$ cat src/rtl/core/assert_macros.svh
// ----------------------------------------------------------------------------
// Assertion macros used by the RTL of the quad float adder.
// ----------------------------------------------------------------------------
`ifndef ASSERT_MACROS_SVH
`define ASSERT_MACROS_SVH

// Same-cycle implication, disabled while reset is asserted.
`define ASSERT_IMPLY(lbl, clk, rst_n, ante, cons) \
  lbl: assert property (@(posedge clk) disable iff (!rst_n) (ante) |-> (cons)) \
    else $error("implication check failed");

// Implication with a fixed delay in cycles, disabled while reset is asserted.
`define ASSERT_DELAY(lbl, clk, rst_n, ante, dly, cons) \
  lbl: assert property (@(posedge clk) disable iff (!rst_n) (ante) |-> ##dly (cons)) \
    else $error("delayed check failed");

`endif

$ cat src/rtl/core/qfas_pkg.sv
// ----------------------------------------------------------------------------
// qfas_pkg
// Types, constants and helpers for the binary128 magnitude adder.
// ----------------------------------------------------------------------------
`default_nettype none
package qfas_pkg;

  // Significand width with hidden bit, exponent widths.
  localparam int MANT_W  = 113;
  localparam int EXP_W   = 15;
  localparam int EXPX_W  = 16;
  localparam int SHIFT_W = 7;
  localparam logic [EXP_W-1:0] SHIFT_MAX = 15'd120;
  localparam logic [EXPX_W-1:0] EXP_OVF = 16'h7fff;

  // Configuration port.
  localparam int CFG_IDX_W  = 1;
  localparam int CFG_DATA_W = 2;
  localparam logic [CFG_IDX_W-1:0] CFG_RMODE = 1'd0;
  localparam logic [CFG_IDX_W-1:0] CFG_UFEN  = 1'd1;

  // Rounding modes.
  localparam logic [1:0] RM_NEAR = 2'd0;
  localparam logic [1:0] RM_ZERO = 2'd1;
  localparam logic [1:0] RM_UP   = 2'd2;
  localparam logic [1:0] RM_DOWN = 2'd3;

  // How the round stage treats a word.
  localparam logic [1:0] KIND_ROUND = 2'd0;
  localparam logic [1:0] KIND_EXACT = 2'd1;
  localparam logic [1:0] KIND_ZERO  = 2'd2;

  typedef struct packed {
    logic        req_type;
    logic        result_sign;
    logic [63:0] x_upper;
    logic [63:0] x_lower;
    logic [63:0] y_upper;
    logic [63:0] y_lower;
  } in_word_t;

  typedef struct packed {
    logic [63:0] sum_upper;
    logic [63:0] sum_lower;
    logic        inexact_flag;
    logic        overflow_flag;
    logic        underflow_flag;
  } out_word_t;

  // Normalized word handed to the round stage.
  typedef struct packed {
    logic              sign;
    logic              is_add;
    logic [1:0]        kind;
    logic [MANT_W-1:0] mant;
    logic [EXPX_W-1:0] ex;
    logic              rnd;
    logic              stk;
  } rnd_in_t;

  // Leading zeros of a significand, counted from the hidden bit.
  function automatic logic [SHIFT_W-1:0] lzc_mant(input logic [MANT_W-1:0] v);
    logic [SHIFT_W-1:0] c;
    c = SHIFT_W'(MANT_W);
    for (int i = 0; i < MANT_W; i++) begin
      if (v[i]) c = SHIFT_W'(MANT_W - 1 - i);
    end
    return c;
  endfunction

endpackage
`default_nettype wire

$ cat src/rtl/core/quad_float_magnitude_add_sub.sv
// An accepted word moves through the stage registers in order and out_valid is registered.
// Throughput: one word per cycle; the six-stage pipeline never stalls and busy stays low.
// Stages: unpack, align, add/subtract, leading-zero count, normalize shift, round.
// Reset clears the stage valid bits, rounding mode and underflow trap enable.
// ----------------------------------------------------------------------------
// quad_float_magnitude_add_sub
// Pipelined binary128 magnitude adder/subtractor with four rounding modes.
// ----------------------------------------------------------------------------
`default_nettype none
`include "assert_macros.svh"
module quad_float_magnitude_add_sub (
  input  wire logic                              clk,
  input  wire logic                              rst_n,
  input  wire logic                              start,
  output logic                                   busy,
  input  wire qfas_pkg::in_word_t                in_word,
  output logic                                   out_valid,
  output qfas_pkg::out_word_t                    out_word,
  input  wire logic                              cfg_valid,
  output logic                                   cfg_ready,
  input  wire logic [qfas_pkg::CFG_IDX_W-1:0]    cfg_index,
  input  wire logic [qfas_pkg::CFG_DATA_W-1:0]   cfg_data
);
  import qfas_pkg::*;

  logic [1:0] rmode_r;
  logic       uf_en_r;

  // Stage 1 signals.
  logic [126:0]       xmag, ymag, amag, bmag;
  logic [EXP_W-1:0]   ea, eb, ea_e, eb_e, ediff;
  logic               v1_r, sub1_r, sign1_r;
  logic [MANT_W-1:0]  xm1_r, ym1_r;
  logic [EXP_W-1:0]   ex1_r;
  logic [SHIFT_W-1:0] n1_r;

  // Stage 2 signals.
  logic [MANT_W+1:0]  wext, wsh, wmask;
  logic               v2_r, sub2_r, sign2_r, g2_r, r2_r, s2_r;
  logic [MANT_W-1:0]  xm2_r, ya2_r;
  logic [EXP_W-1:0]   ex2_r;

  // Stage 3 signals.
  logic [MANT_W:0]    sum3;
  logic [MANT_W-1:0]  diff3;
  logic               borrow3;
  logic               v3_r, sub3_r, sign3_r, g3_r, r3_r, s3_r;
  logic [MANT_W:0]    m3_r;
  logic [EXP_W-1:0]   ex3_r;

  // Stage 4 signals.
  logic [SHIFT_W-1:0] lz4;
  logic [EXP_W-1:0]   exm1;
  logic               v4_r, sign4_r, add4_r, gin4_r, rnd4_r, stk4_r, onesh4_r;
  logic [1:0]         kind4_r;
  logic [MANT_W-1:0]  m4_r;
  logic [EXPX_W-1:0]  ex4_r;
  logic [SHIFT_W-1:0] k4_r;
  logic               rnd4_nxt, stk4_nxt, onesh4_nxt;
  logic [1:0]         kind4_nxt;
  logic [MANT_W-1:0]  m4_nxt;
  logic [EXPX_W-1:0]  ex4_nxt;
  logic [SHIFT_W-1:0] k4_nxt;

  // Stage 5 signals.
  logic [MANT_W:0]    lsh5;
  rnd_in_t            s5_nxt, s5_r;
  logic               v5_r;

  assign busy      = 1'b0;
  assign cfg_ready = 1'b1;

  // Configuration registers.
  always_ff @(posedge clk) begin
    if (!rst_n) begin
      rmode_r <= RM_NEAR;
      uf_en_r <= 1'b0;
    end else if (cfg_valid && cfg_ready) begin
      case (cfg_index)
        CFG_RMODE: rmode_r <= cfg_data;
        CFG_UFEN:  uf_en_r <= cfg_data[0];
        default:   rmode_r <= rmode_r;
      endcase
    end
  end

  // Stage 1: order the magnitudes and find the alignment distance.
  always_comb begin
    xmag  = {in_word.x_upper[62:0], in_word.x_lower};
    ymag  = {in_word.y_upper[62:0], in_word.y_lower};
    amag  = (xmag < ymag) ? ymag : xmag;
    bmag  = (xmag < ymag) ? xmag : ymag;
    ea    = amag[126:112];
    eb    = bmag[126:112];
    ea_e  = (ea == '0) ? 15'd1 : ea;
    eb_e  = (eb == '0) ? 15'd1 : eb;
    ediff = ea_e - eb_e;
  end

  always_ff @(posedge clk) begin
    if (!rst_n) begin
      v1_r <= 1'b0;
    end else begin
      v1_r <= start && !busy;
    end
    sub1_r  <= in_word.req_type;
    sign1_r <= in_word.result_sign;
    xm1_r   <= {ea != '0, amag[111:0]};
    ym1_r   <= {eb != '0, bmag[111:0]};
    ex1_r   <= ea_e;
    n1_r    <= (ediff > SHIFT_MAX) ? SHIFT_MAX[SHIFT_W-1:0] : ediff[SHIFT_W-1:0];
  end

  // Stage 2: shift y right, keeping guard, round and sticky.
  always_comb begin
    wext  = {ym1_r, 2'b00};
    wsh   = wext >> n1_r;
    wmask = ~({(MANT_W+2){1'b1}} << n1_r);
  end

  always_ff @(posedge clk) begin
    if (!rst_n) begin
      v2_r <= 1'b0;
    end else begin
      v2_r <= v1_r;
    end
    sub2_r  <= sub1_r;
    sign2_r <= sign1_r;
    xm2_r   <= xm1_r;
    ex2_r   <= ex1_r;
    ya2_r   <= wsh[MANT_W+1:2];
    g2_r    <= wsh[1];
    r2_r    <= wsh[0];
    s2_r    <= |(wext & wmask);
  end

  // Stage 3: add or subtract the significands.
  always_comb begin
    borrow3 = g2_r | r2_r | s2_r;
    sum3    = {1'b0, xm2_r} + {1'b0, ya2_r};
    diff3   = xm2_r - ya2_r - {{(MANT_W-1){1'b0}}, borrow3};
  end

  always_ff @(posedge clk) begin
    if (!rst_n) begin
      v3_r <= 1'b0;
    end else begin
      v3_r <= v2_r;
    end
    sub3_r  <= sub2_r;
    sign3_r <= sign2_r;
    ex3_r   <= ex2_r;
    m3_r    <= sub2_r ? {1'b0, diff3} : sum3;
    // The subtraction complements the shifted-out bits.
    g3_r    <= sub2_r ? (g2_r ^ (r2_r | s2_r)) : g2_r;
    r3_r    <= sub2_r ? (r2_r ^ s2_r) : r2_r;
    s3_r    <= s2_r;
  end

  // Stage 4: carry normalization for add, leading-zero count for subtract.
  always_comb begin
    lz4        = lzc_mant(m3_r[MANT_W-1:0]);
    exm1       = ex3_r - 15'd1;
    m4_nxt     = m3_r[MANT_W-1:0];
    ex4_nxt    = {1'b0, ex3_r};
    rnd4_nxt   = g3_r;
    stk4_nxt   = r3_r | s3_r;
    onesh4_nxt = 1'b0;
    kind4_nxt  = KIND_ROUND;
    k4_nxt     = '0;
    if (!sub3_r) begin
      if (m3_r[MANT_W]) begin
        m4_nxt   = m3_r[MANT_W:1];
        ex4_nxt  = {1'b0, ex3_r} + 16'd1;
        rnd4_nxt = m3_r[0];
        stk4_nxt = g3_r | r3_r | s3_r;
      end
    end else if (m3_r[MANT_W-1:0] == '0 && !g3_r) begin
      kind4_nxt = KIND_ZERO;
    end else if (!m3_r[MANT_W-1] && (!m3_r[MANT_W-2] || ex3_r == 15'd1)) begin
      kind4_nxt = KIND_EXACT;
      k4_nxt    = ({8'd0, lz4} < exm1) ? lz4 : exm1[SHIFT_W-1:0];
    end else if (!m3_r[MANT_W-1]) begin
      onesh4_nxt = 1'b1;
      rnd4_nxt   = r3_r;
      stk4_nxt   = s3_r;
    end
  end

  always_ff @(posedge clk) begin
    if (!rst_n) begin
      v4_r <= 1'b0;
    end else begin
      v4_r <= v3_r;
    end
    sign4_r  <= sign3_r;
    add4_r   <= !sub3_r;
    gin4_r   <= g3_r;
    m4_r     <= m4_nxt;
    ex4_r    <= ex4_nxt;
    rnd4_r   <= rnd4_nxt;
    stk4_r   <= stk4_nxt;
    onesh4_r <= onesh4_nxt;
    kind4_r  <= kind4_nxt;
    k4_r     <= k4_nxt;
  end

  // Stage 5: left shift of a cancelled difference, guard bit first.
  always_comb begin
    lsh5          = {m4_r, gin4_r} << k4_r;
    s5_nxt.sign   = sign4_r;
    s5_nxt.is_add = add4_r;
    s5_nxt.kind   = kind4_r;
    s5_nxt.mant   = m4_r;
    s5_nxt.ex     = ex4_r;
    s5_nxt.rnd    = rnd4_r;
    s5_nxt.stk    = stk4_r;
    if (kind4_r == KIND_EXACT) begin
      s5_nxt.mant = lsh5[MANT_W:1];
      s5_nxt.ex   = ex4_r - {9'd0, k4_r};
    end else if (onesh4_r) begin
      s5_nxt.mant = {m4_r[MANT_W-2:0], gin4_r};
      s5_nxt.ex   = ex4_r - 16'd1;
    end
  end

  always_ff @(posedge clk) begin
    if (!rst_n) begin
      v5_r <= 1'b0;
    end else begin
      v5_r <= v4_r;
    end
    s5_r <= s5_nxt;
  end

  // Stage 6: rounding and packing.
  qfas_round u_round (
    .clk       (clk),
    .rst_n     (rst_n),
    .in_valid  (v5_r),
    .in_stage  (s5_r),
    .rmode     (rmode_r),
    .uf_en     (uf_en_r),
    .out_valid (out_valid),
    .out_word  (out_word)
  );

  // Every started word comes out after the full pipeline depth.
  `ASSERT_DELAY(a_latency, clk, rst_n, start && !busy, 6, out_valid)
  // Overflow always reports inexact as well.
  `ASSERT_IMPLY(a_ovf_inexact, clk, rst_n, out_valid && out_word.overflow_flag, out_word.inexact_flag)
  // A tiny result can never overflow.
  `ASSERT_IMPLY(a_uf_not_ovf, clk, rst_n, out_valid && out_word.underflow_flag, !out_word.overflow_flag)

endmodule
`default_nettype wire

$ cat src/rtl/core/qfas_round.sv
// ----------------------------------------------------------------------------
// qfas_round
// Final stage: rounding increment, overflow handling and result packing.
// ----------------------------------------------------------------------------
`default_nettype none
module qfas_round (
  input  wire logic              clk,
  input  wire logic              rst_n,
  input  wire logic              in_valid,
  input  wire qfas_pkg::rnd_in_t in_stage,
  input  wire logic [1:0]        rmode,
  input  wire logic              uf_en,
  output logic                   out_valid,
  output qfas_pkg::out_word_t    out_word
);
  import qfas_pkg::*;

  logic [1:0]        rm;
  logic              inx;
  logic              inc;
  logic [MANT_W:0]   mi;
  logic [MANT_W-1:0] mr;
  logic [EXPX_W-1:0] exr;
  logic [EXP_W-1:0]  exf;
  out_word_t         res;
  logic              out_valid_r;
  out_word_t         out_word_r;

  // Directed modes swap for a negative result.
  assign rm  = in_stage.sign ? (rmode ^ {1'b0, rmode[1]}) : rmode;
  assign inx = in_stage.rnd | in_stage.stk;
  assign inc = inx && (rm == RM_UP ||
               (rm == RM_NEAR && in_stage.rnd && (in_stage.stk || in_stage.mant[0])));

  // Increment and renormalize on carry out.
  always_comb begin
    mi = {1'b0, in_stage.mant} + {{MANT_W{1'b0}}, inc};
    if (mi[MANT_W]) begin
      mr  = mi[MANT_W:1];
      exr = in_stage.ex + 16'd1;
    end else begin
      mr  = mi[MANT_W-1:0];
      exr = in_stage.ex;
    end
  end

  // Pack the result word.
  always_comb begin
    res = '0;
    exf = mr[MANT_W-1] ? exr[EXP_W-1:0] : '0;
    case (in_stage.kind)
      KIND_ZERO: begin
        res.sum_upper = (rmode == RM_DOWN) ? {1'b1, 63'd0} : 64'd0;
      end
      KIND_EXACT: begin
        res.sum_upper = {in_stage.sign,
                         in_stage.mant[MANT_W-1] ? in_stage.ex[EXP_W-1:0] : 15'd0,
                         in_stage.mant[111:64]};
        res.sum_lower = in_stage.mant[63:0];
        res.underflow_flag = !in_stage.mant[MANT_W-1] && uf_en;
      end
      KIND_ROUND: begin
        res.inexact_flag = inx;
        if (!in_stage.is_add) begin
          res.sum_upper = {in_stage.sign, exr[EXP_W-1:0], mr[111:64]};
          res.sum_lower = mr[63:0];
        end else if (exr >= EXP_OVF) begin
          res.inexact_flag  = 1'b1;
          res.overflow_flag = 1'b1;
          if (rm == RM_NEAR || rm == RM_UP) begin
            res.sum_upper = {in_stage.sign, 15'h7fff, 48'd0};
            res.sum_lower = 64'd0;
          end else begin
            res.sum_upper = {in_stage.sign, 15'h7ffe, {48{1'b1}}};
            res.sum_lower = {64{1'b1}};
          end
        end else begin
          res.sum_upper = {in_stage.sign, exf, mr[111:64]};
          res.sum_lower = mr[63:0];
          res.underflow_flag = !in_stage.mant[MANT_W-1] && uf_en;
        end
      end
      default: begin
        res = '0;
      end
    endcase
  end

  // Output register.
  always_ff @(posedge clk) begin
    if (!rst_n) begin
      out_valid_r <= 1'b0;
    end else begin
      out_valid_r <= in_valid;
    end
    out_word_r <= res;
  end

  assign out_valid = out_valid_r;
  assign out_word  = out_word_r;

endmodule
`default_nettype wire
$ cat config.mk
export PLATFORM = sky130hd
export DESIGN_NAME = quad_float_magnitude_add_sub
export DESIGN_NICKNAME = d
export VERILOG_FILES = /design/src/rtl/core/qfas_pkg.sv /design/src/rtl/core/quad_float_magnitude_add_sub.sv /design/src/rtl/core/qfas_round.sv
export VERILOG_INCLUDE_DIRS = /design/src /design/src/rtl/core
export SDC_FILE = /design/constraint.sdc
export NUM_CORES = 2
export LEC_CHECK = 0
export ABC_CLOCK_PERIOD_IN_PS = 7520
export BUFFER_PORTS_ARGS = -buffer_cell sky130_fd_sc_hd__buf_2
export CAP_MARGIN = 5
export CORE_ASPECT_RATIO = 2
export CORE_MARGIN = 8
export CORE_UTILIZATION = 55
export DETAILED_ROUTE_END_ITERATION = 16
export GPL_TIMING_DRIVEN = 0
export PLACE_DENSITY = 0.73
export REMOVE_ABC_BUFFERS = 1
export SLEW_MARGIN = 25
export SYNTH_ARGS = -nofsm -noshare
export SYNTH_HDL_FRONTEND = slang
export SYNTH_HIERARCHICAL = 1
export SYNTH_SLANG_ARGS = --single-unit
export TNS_END_PERCENT = 5
$ cat constraint.sdc
create_clock -name clk -period 7.52 [get_ports clk]
set_input_delay 0.376 -clock clk [delete_from_list [all_inputs] [get_ports clk]]
set_output_delay 0.376 -clock clk [all_outputs]
set_load 0.02 [all_outputs]
Yosys cells after proc, flatten, opt, wreduce, memory -nomap -nowiden
Cells that the tools add are included.
{"block": "totals", "ff_bits": 1049, "input_bits": 265, "out_inout_bits": 134, "elab_cells": 278}
{"block": "classes", "addsub": 10, "n_lt_le_gt_ge": 4, "eq_ne": 6, "shifts": 3, "n_mux": 155, "bitwise_logic": 16, "reduce_logical": 30}
{"op": "$mux W7", "n": 113}
{"op": "$mux W113", "n": 5}
{"op": "$mux W127", "n": 4}
{"op": "$mux W129", "n": 2}
{"op": "$pmux W64 S3", "n": 1}
{"op": "$pmux W64 S2", "n": 1}
{"op": "$lt A127 B127 Y1", "n": 1}
{"op": "$and A115 B115 Y115", "n": 1}
{"op": "$not A115 Y115", "n": 1}
{"op": "$reduce_or A115 Y1", "n": 1}
{"op": "$shl A115 B7 Y115 const A", "n": 1}
{"op": "$shr A115 B7 Y115", "n": 1}
{"op": "$add A113 B1 Y114", "n": 1}
{"op": "$add A113 B113 Y114", "n": 1}
{"op": "$shl A114 B7 Y114", "n": 1}
{"op": "$logic_not A113 Y1", "n": 1}
{"op": "$sub A113 B1 Y113", "n": 1}
{"op": "$sub A113 B113 Y113", "n": 1}
{"op": "$mux W15", "n": 6}
{"op": "$mux W64", "n": 1}
{"op": "$logic_not A15 Y1", "n": 2}
{"op": "$reduce_bool A15 Y1", "n": 2}
{"op": "$add A15 B1 Y16 const B", "n": 1}
{"op": "$add A16 B1 Y16 const B", "n": 1}
{"op": "26 further kinds", "n": 73}

Depth between registers and ports, before layout
{"block": "depth", "ltp_word": 115, "ltp_mapped": 35, "ltp_nobuf": 34}

Hierarchy
The synthesis kept the hierarchy.
{"module": "quad_float_magnitude_add_sub", "n_inst": 1, "cells_per_inst": 7782, "area_per_inst_um2": 62841.5, "seq_area_each_um2": 18357.6}
{"module": "qfas_round", "n_inst": 1, "cells_per_inst": 1134, "area_per_inst_um2": 8314.2, "seq_area_each_um2": 2642.5}

Least setup slack after synthesis
OpenSTA, ideal clock, no wires.
{"block": "synth_timing", "path_type": "input port to flip-flop", "from": "input in_word[80] in the netlist's numbering", "to": "register n1_r[4]", "setup_ps": 127, "arrival_time_ps": 6452, "t_required_ps": 7393, "path_slack_ps": 941, "path_stages": 34, "n_path_buf": 2, "path_cell_list": "inv_1 > ha_1 > a21o_1 > a21o_1 > a21o_1 > a21oi_1 > nor2b_1 > o21ai_0 > nand2b_1 > a21oi_1 > nor3_1 > a2111oi_0 > o22ai_1 > a211oi_2 > clkbuf_1 > buf_2 > mux2i_1 > inv_1 > fa_1 > nor2b_1 > o21ai_0 > a21boi_0 > o21ai_0 > a21oi_1 > o21ai_0 > a21boi_0 > o21ai_0 > a21boi_0 > o21ai_0 > a21boi_0 > nor3b_1 > o21ba_2 > o21ai_0 > or3_1"}
{"block": "synth_via", "elab_chain_len": 6, "word_cells_on_any_way": 9, "classes_between": "add/sub (1); order compare (2); mux (4); reduce/logical (2)"}
{"item": "start, declared", "line": "quad_float_magnitude_add_sub.sv:16", "rtl": "input wire qfas_pkg::in_word_t in_word,"}
{"item": "$lt A127 B127 Y1 *", "line": "quad_float_magnitude_add_sub.sv:91, quad_float_magnitude_add_sub.sv:92"}
{"item": "$mux W127, on equally long branches", "line": "quad_float_magnitude_add_sub.sv:91, quad_float_magnitude_add_sub.sv:92"}
{"item": "$logic_not A15 Y1, on equally long branches", "line": "quad_float_magnitude_add_sub.sv:95, quad_float_magnitude_add_sub.sv:96"}
{"item": "$mux W15, on equally long branches", "line": "quad_float_magnitude_add_sub.sv:95, quad_float_magnitude_add_sub.sv:96"}
{"item": "$sub A15 B15 Y15 *", "line": "quad_float_magnitude_add_sub.sv:97", "rtl": "ediff = ea_e - eb_e;"}
{"item": "$gt A15 B7 Y1", "line": "quad_float_magnitude_add_sub.sv:111", "rtl": "n1_r <= (ediff > SHIFT_MAX) ? SHIFT_MAX[SHIFT_W-1:0] : ediff[SHIFT_W-1:0];"}
{"item": "end signal, assigned", "line": "quad_float_magnitude_add_sub.sv:111"}
{"item": "end, declared", "line": "quad_float_magnitude_add_sub.sv:35", "rtl": "logic [SHIFT_W-1:0] n1_r;"}
Every way passes the cells marked *; elsewhere a longest branch is shown, timed or not.
A chain may end at the register's enable or synchronous reset.

Worst setup path after layout
{"block": "layout_timing", "from": "register rmode_r[1]", "to": "register u_round.out_word_r, in the netlist u_round/out_word[8]"}
{"block": "layout_via", "elab_chain_len": 13, "word_cells_on_any_way": 17, "classes_between": "add/sub (1); order compare (1); eq/ne (1); mux (7); bitwise (1); reduce/logical (6)"}
{"item": "start, declared", "line": "quad_float_magnitude_add_sub.sv:26", "rtl": "logic [1:0] rmode_r;"}
{"item": "start signal, assigned", "line": "quad_float_magnitude_add_sub.sv:80", "rtl": "CFG_RMODE: rmode_r <= cfg_data;"}
{"item": "start signal, assigned", "line": "quad_float_magnitude_add_sub.sv:82", "rtl": "default: rmode_r <= rmode_r;"}
{"item": "$xor A2 B1 Y2", "line": "qfas_round.sv:30", "rtl": "assign rm = in_stage.sign ? (rmode ^ {1'b0, rmode[1]}) : rmode;"}
{"item": "$mux W2 *", "line": "qfas_round.sv:30"}
{"item": "$logic_not A2 Y1", "line": "qfas_round.sv:33, qfas_round.sv:70"}
{"item": "$logic_and A1 B1 Y1 (2 in series)", "line": "qfas_round.sv:33", "rtl": "(rm == RM_NEAR && in_stage.rnd && (in_stage.stk || in_stage.mant[0])));"}
{"item": "$logic_or A1 B1 Y1", "line": "qfas_round.sv:32", "rtl": "assign inc = inx && (rm == RM_UP ||"}
{"item": "$logic_and A1 B1 Y1", "line": "qfas_round.sv:32"}
{"item": "$add A113 B1 Y114", "line": "qfas_round.sv:37", "rtl": "mi = {1'b0, in_stage.mant} + {{MANT_W{1'b0}}, inc};"}
{"item": "$mux W16", "line": "qfas_round.sv:38", "rtl": "if (mi[MANT_W]) begin"}
{"item": "$ge A16 B15 Y1", "line": "qfas_round.sv:67", "rtl": "end else if (exr >= EXP_OVF) begin"}
{"item": "$mux W127", "line": "qfas_round.sv:67"}
{"item": "$mux W127 *", "line": "qfas_round.sv:64", "rtl": "if (!in_stage.is_add) begin"}
{"item": "$pmux W64 S2 *", "line": "qfas_round.sv:51", "rtl": "case (in_stage.kind)"}
{"item": "end signal, assigned", "line": "qfas_round.sv:96", "rtl": "out_word_r <= res;"}
{"item": "end, declared", "line": "qfas_round.sv:27", "rtl": "out_word_t out_word_r;"}
Marks and branches as above.

==> metrics.txt <==
# TYPE chip_impl_metric gauge
chip_impl_metric{name="place.port_buffers",unit=""} 394
chip_impl_metric{name="p_leak",unit="nW"} 35.6
chip_impl_info{name="cpMostUsedCell",value="buf_16"} 1
chip_impl_metric{name="core.rowCount",unit=""} 186
chip_impl_metric{name="setup_clock_skew_after_layout",unit="ps"} 60.9
chip_impl_metric{name="power",unit="mW"} 18.5
chip_impl_metric{name="grt_util_all_layers",unit="%"} 45.0
chip_impl_metric{name="ys.warnings.count",unit=""} 6
chip_impl_metric{name="final_core_utilization",unit="%"} 64.6
chip_impl_metric{name="ys_seq_area_share",unit="%"} 29.5
chip_impl_metric{name="synthDistinctLibCells",unit=""} 107
chip_impl_info{name="status",value="finished, final reports clean"} 1
chip_impl_metric{name="placeableCoreArea",unit="mm²"} 0.128
chip_impl_metric{name="critical_path.n_buffers_inverters",unit=""} 4
chip_impl_metric{name="routed_wire_length_per_instance",unit="µm"} 29.8
chip_impl_metric{name="worst_pin_slew",unit="ps"} 1320
chip_impl_metric{name="critPathArrivalTime",unit="ps"} 8100
chip_impl_metric{name="floorplan.io_pins",unit=""} 399
chip_impl_metric{name="clock_sink_count",unit=""} 1049
chip_impl_metric{name="grt_remaining_overflow",unit=""} 0
chip_impl_metric{name="synth.top_cell.area_share",unit="%"} 29.5
chip_impl_metric{name="path_max_fanout",unit=""} 27
chip_impl_info{name="crit_path_cell_chain",value="ha_1 -> mux2i_1 -> o21ai_0 -> a21oi_2 -> ha_1 -> nand4_1 -> nor3_1 -> nand3_2 -> or4_4 -> o31ai_2 -> a21oi_1 -> o31ai_4 -> a31oi_4 -> buf_16 -> buf_16 -> buf_16 -> buf_16 -> and3_1 -> a221o_1"} 1
chip_impl_metric{name="multi_input_area",unit="mm²"} 0.0464
chip_impl_metric{name="post-route-min-period",unit="ps"} 7470
chip_impl_metric{name="chipWidth",unit="µm"} 270
chip_impl_info{name="min_delay_src",value="in_word[18]"} 1
chip_impl_metric{name="synth_enable_flop_cells",unit=""} 0
chip_impl_metric{name="drive_gt1_share",unit="%"} 12.5
chip_impl_info{name="timing_worst_setup_path_type",value="flip-flop to flip-flop"} 1
chip_impl_metric{name="clk_pin_slew",unit="ps"} 70
chip_impl_metric{name="detailedPlacementHpwl",unit="mm"} 250
chip_impl_metric{name="detail-route-antenna-nets",unit=""} 0
chip_impl_metric{name="die-area",unit="mm²"} 0.142
chip_impl_metric{name="fillerInstances",unit=""} 10300
chip_impl_metric{name="grt_antenna_before_repair",unit=""} 33
chip_impl_metric{name="synthArstFlopShare",unit="%"} 0
chip_impl_metric{name="relSlewSlack",unit="%"} 9.62
chip_impl_info{name="hp-class",value="input port to flip-flop"} 1
chip_impl_metric{name="start_util",unit="%"} 55.4
chip_impl_metric{name="storage_cell_area",unit="mm²"} 0.0211
chip_impl_info{name="timing.critical_path.from_type",value="flip-flop"} 1
chip_impl_metric{name="drt_pre_antenna_iters",unit=""} 12
chip_impl_info{name="crit-reg2reg-launch",value="rmode_r[1]"} 1
chip_impl_metric{name="dr.first_iter.drc_count",unit=""} 7952
chip_impl_info{name="startpoint",value="rmode_r[1]"} 1
chip_impl_info{name="cts-root-buf",value="clkbuf_16"} 1
chip_impl_metric{name="postSynthRegisterBits",unit=""} 1049
chip_impl_info{name="worst_path_dominant_cell_family",value="simple AND/OR/NAND/NOR gates"} 1
chip_impl_metric{name="clockBufferDepth",unit=""} 3
chip_impl_metric{name="fmaxAchievable",unit="MHz"} 134
chip_impl_metric{name="post_synth_inst_count",unit=""} 8916
chip_impl_metric{name="route.detailed.drc",unit=""} 0
chip_impl_metric{name="cts_buffers",unit=""} 92
chip_impl_metric{name="htree_num_levels",unit=""} 3
chip_impl_metric{name="final.period_utilization",unit="%"} 99.4
chip_impl_metric{name="grt_start_max_net_pins",unit=""} 88
chip_impl_info{name="synthFlopType",value="dfxtp_1"} 1
chip_impl_metric{name="clk-insertion-delay-late",unit="ps"} 750
chip_impl_metric{name="route.final.wire_length",unit="mm"} 334
chip_impl_metric{name="max-cap-violations",unit=""} 0
chip_impl_metric{name="layout.nets",unit=""} 10200
chip_impl_info{name="synth.area.top_cells",value="dfxtp_1 30%, ha_1 8.7%, nand2_1 7.0%"} 1
chip_impl_metric{name="cp.required",unit="ps"} 8150
chip_impl_metric{name="hold_viol_final",unit=""} 0
chip_impl_metric{name="via_count_of_the_first_global_routing_pass",unit=""} 72900
chip_impl_metric{name="vdd_ir_drop_max",unit="mV"} 0.215
chip_impl_info{name="worst_path_max_delay_cell",value="or4_4"} 1
chip_impl_metric{name="gp_congestion",unit=""} 1.06
chip_impl_metric{name="timing.hold.ws",unit="ps"} 10.8
chip_impl_info{name="rsz0062_at_grt",value="true"} 1
chip_impl_metric{name="netlist_area",unit="mm²"} 0.0712
chip_impl_metric{name="syn_avg_cell_area",unit="µm²"} 7.98
chip_impl_info{name="tritoncts",value="built"} 1
chip_impl_metric{name="crit_path_max_incr_delay",unit="ps"} 960
chip_impl_info{name="netlist.top_cell.by_area",value="dfxtp_1"} 1
chip_impl_metric{name="maxSlewViolCount",unit=""} 0
chip_impl_metric{name="cellPowerDensity",unit="mW/mm²"} 223
chip_impl_metric{name="number_of_endpoints_failing_setup_at_the_final_stage",unit=""} 0
chip_impl_metric{name="grt_pass1_wl",unit="mm"} 480
chip_impl_metric{name="die_height",unit="µm"} 525
chip_impl_info{name="worstSetupEndpointType",value="flip-flop"} 1
chip_impl_metric{name="drt-vias-per-instance",unit=""} 6.54
chip_impl_metric{name="synthToLayoutAreaGrowth",unit="%"} 16.6
chip_impl_metric{name="route.vias.total",unit=""} 73400
[per-stage QoR]
stage	instances	setup WS [ps]	area [µm²]	setup TNS [ps]
final	11200	48.5	82900	0
after floorplan	8449	-11430	69300	-1857720
after detailed placement	10600	-1830	75700	-11670
after global routing	11200	-171	82900	-580
after CTS	11200	15.2	82700	0
after global placement	10500	-17390	73400	-4274130
[registers in the layout, summed over array words and instances (netlist names), 15 cells and up]
name,count
xm2_r,113
ym1_r,113
ex3_r,15
m4_r,113
m3_r,114
ex2_r,15
xm1_r,113
ex4_r,16
ex1_r,15
ya2_r,113
u_round/out_word,131
s5_r,135
[final cells by class]
class | instances | area share [%]
clock inverters | 48 | 0.787
repair buffers | 870 | 9.27
multi-input cells | 6758 | 55.9
diodes | 30 | 0.0905
flip-flops and latches | 1049 | 25.4
well taps | 1692 | 2.55
clock buffers | 120 | 3.06
inverters | 642 | 2.95
[report_power, final]
part / total, mW / internal, mW / switching [mW]
clock: 5.13 / 2.75 / 2.39
sequential: 7.47 / 6.43 / 1.04
combinational: 5.88 / 2.26 / 3.63
[final timing paths]
path | endpoint | slack, ps | cells after the start
setup reg to reg | u_round/out_word[8] | 50 | 19
setup / recovery | u_round/out_word[8] | 50 | 19
hold / removal | ym1_r[18] | 10 | 3
hold reg to reg | xm2_r[65] | 320 | 0
[worst register-to-register path, delay by kind of cell, from the launching register on]
family | cells | cell delay, ps
AO/OA/AOI/OAI | 7 | 2430
adder cells (fa/ha/maj) | 2 | 660
buffers and inverters | 4 | 840
flip-flops | 1 | 420
multiplexers | 1 | 480
AND/OR/NAND/NOR | 5 | 2560
[layout by cell type (no fill, tap or decap), drive strengths merged, types with 156 or more instances in the layout]
master	n
o21ai	905
mux4	199
buf	496
xnor2	196
dlygate4sd3	371
nand2	1325
ha	497
inv	651
a21oi	529
nor2	759
dfxtp	1049
mux2i	381
mux2	156
[what timing repair did]
action	in CTS	in global routing
resized for setup	15	11
endpoints found under the hold margin	248	0
cloned	0	1
setup buffers	1	3
hold buffers	371	0
pin swaps	1	10
setup endpoints to repair	7	34
[kinds of logic (layout without fill, tap and decap cells)]
family / count (synthesis) / in the layout / share of synthesized area, %
AO/OA/AOI/OAI: 2325 / 2325 / 19.9
adder cells (fa/ha/maj): 502 / 502 / 8.88
buffers and inverters: 1109 / 1680 / 6.00
flip-flops: 1049 / 1049 / 29.5
XOR/XNOR: 263 / 263 / 3.24
multiplexers: 736 / 736 / 14.1
AND/OR/NAND/NOR: 2930 / 2930 / 18.3
other: 2 / 32 / 0.0106
[metal layers]
layer / vias up / global-route usage [%] / share of wire [%] / routed length (µm)
met1: 34200 / 38.5 / 29 / 96500
met5: - / 0.0683 / 0.031 / 103
met4: 18 / 53.7 / 15 / 50300
li1: 32600 / - / - / -
met3: 1863 / 10.2 / 7.1 / 23800
met2: 4669 / 78.9 / 49 / 163000
[cell usage after synthesis, types with 38 or more instances]
cell type,number
xnor2_1,196
and2_1,46
nor3_1,130
a21o_1,144
a22o_1,61
o21ai_1,50
a21oi_1,528
mux4_2,199
and3_1,57
o21a_1,39
or3_1,47
nor2b_1,67
mux2_2,156
ha_1,497
a211oi_1,68
o211ai_1,42
buf_1,102
nand2b_1,62
nor4_1,85
o22ai_1,109
o21ai_0,853
nand4_1,111
nand3_1,127
inv_1,631
dfxtp_1,1049
o31ai_1,48
buf_2,38
nor2_1,759
nand2_1,1325
o21bai_1,55
xor2_1,67
a31oi_1,59
clkbuf_1,318
mux2i_1,381
Power figures use the tool's default switching activity.
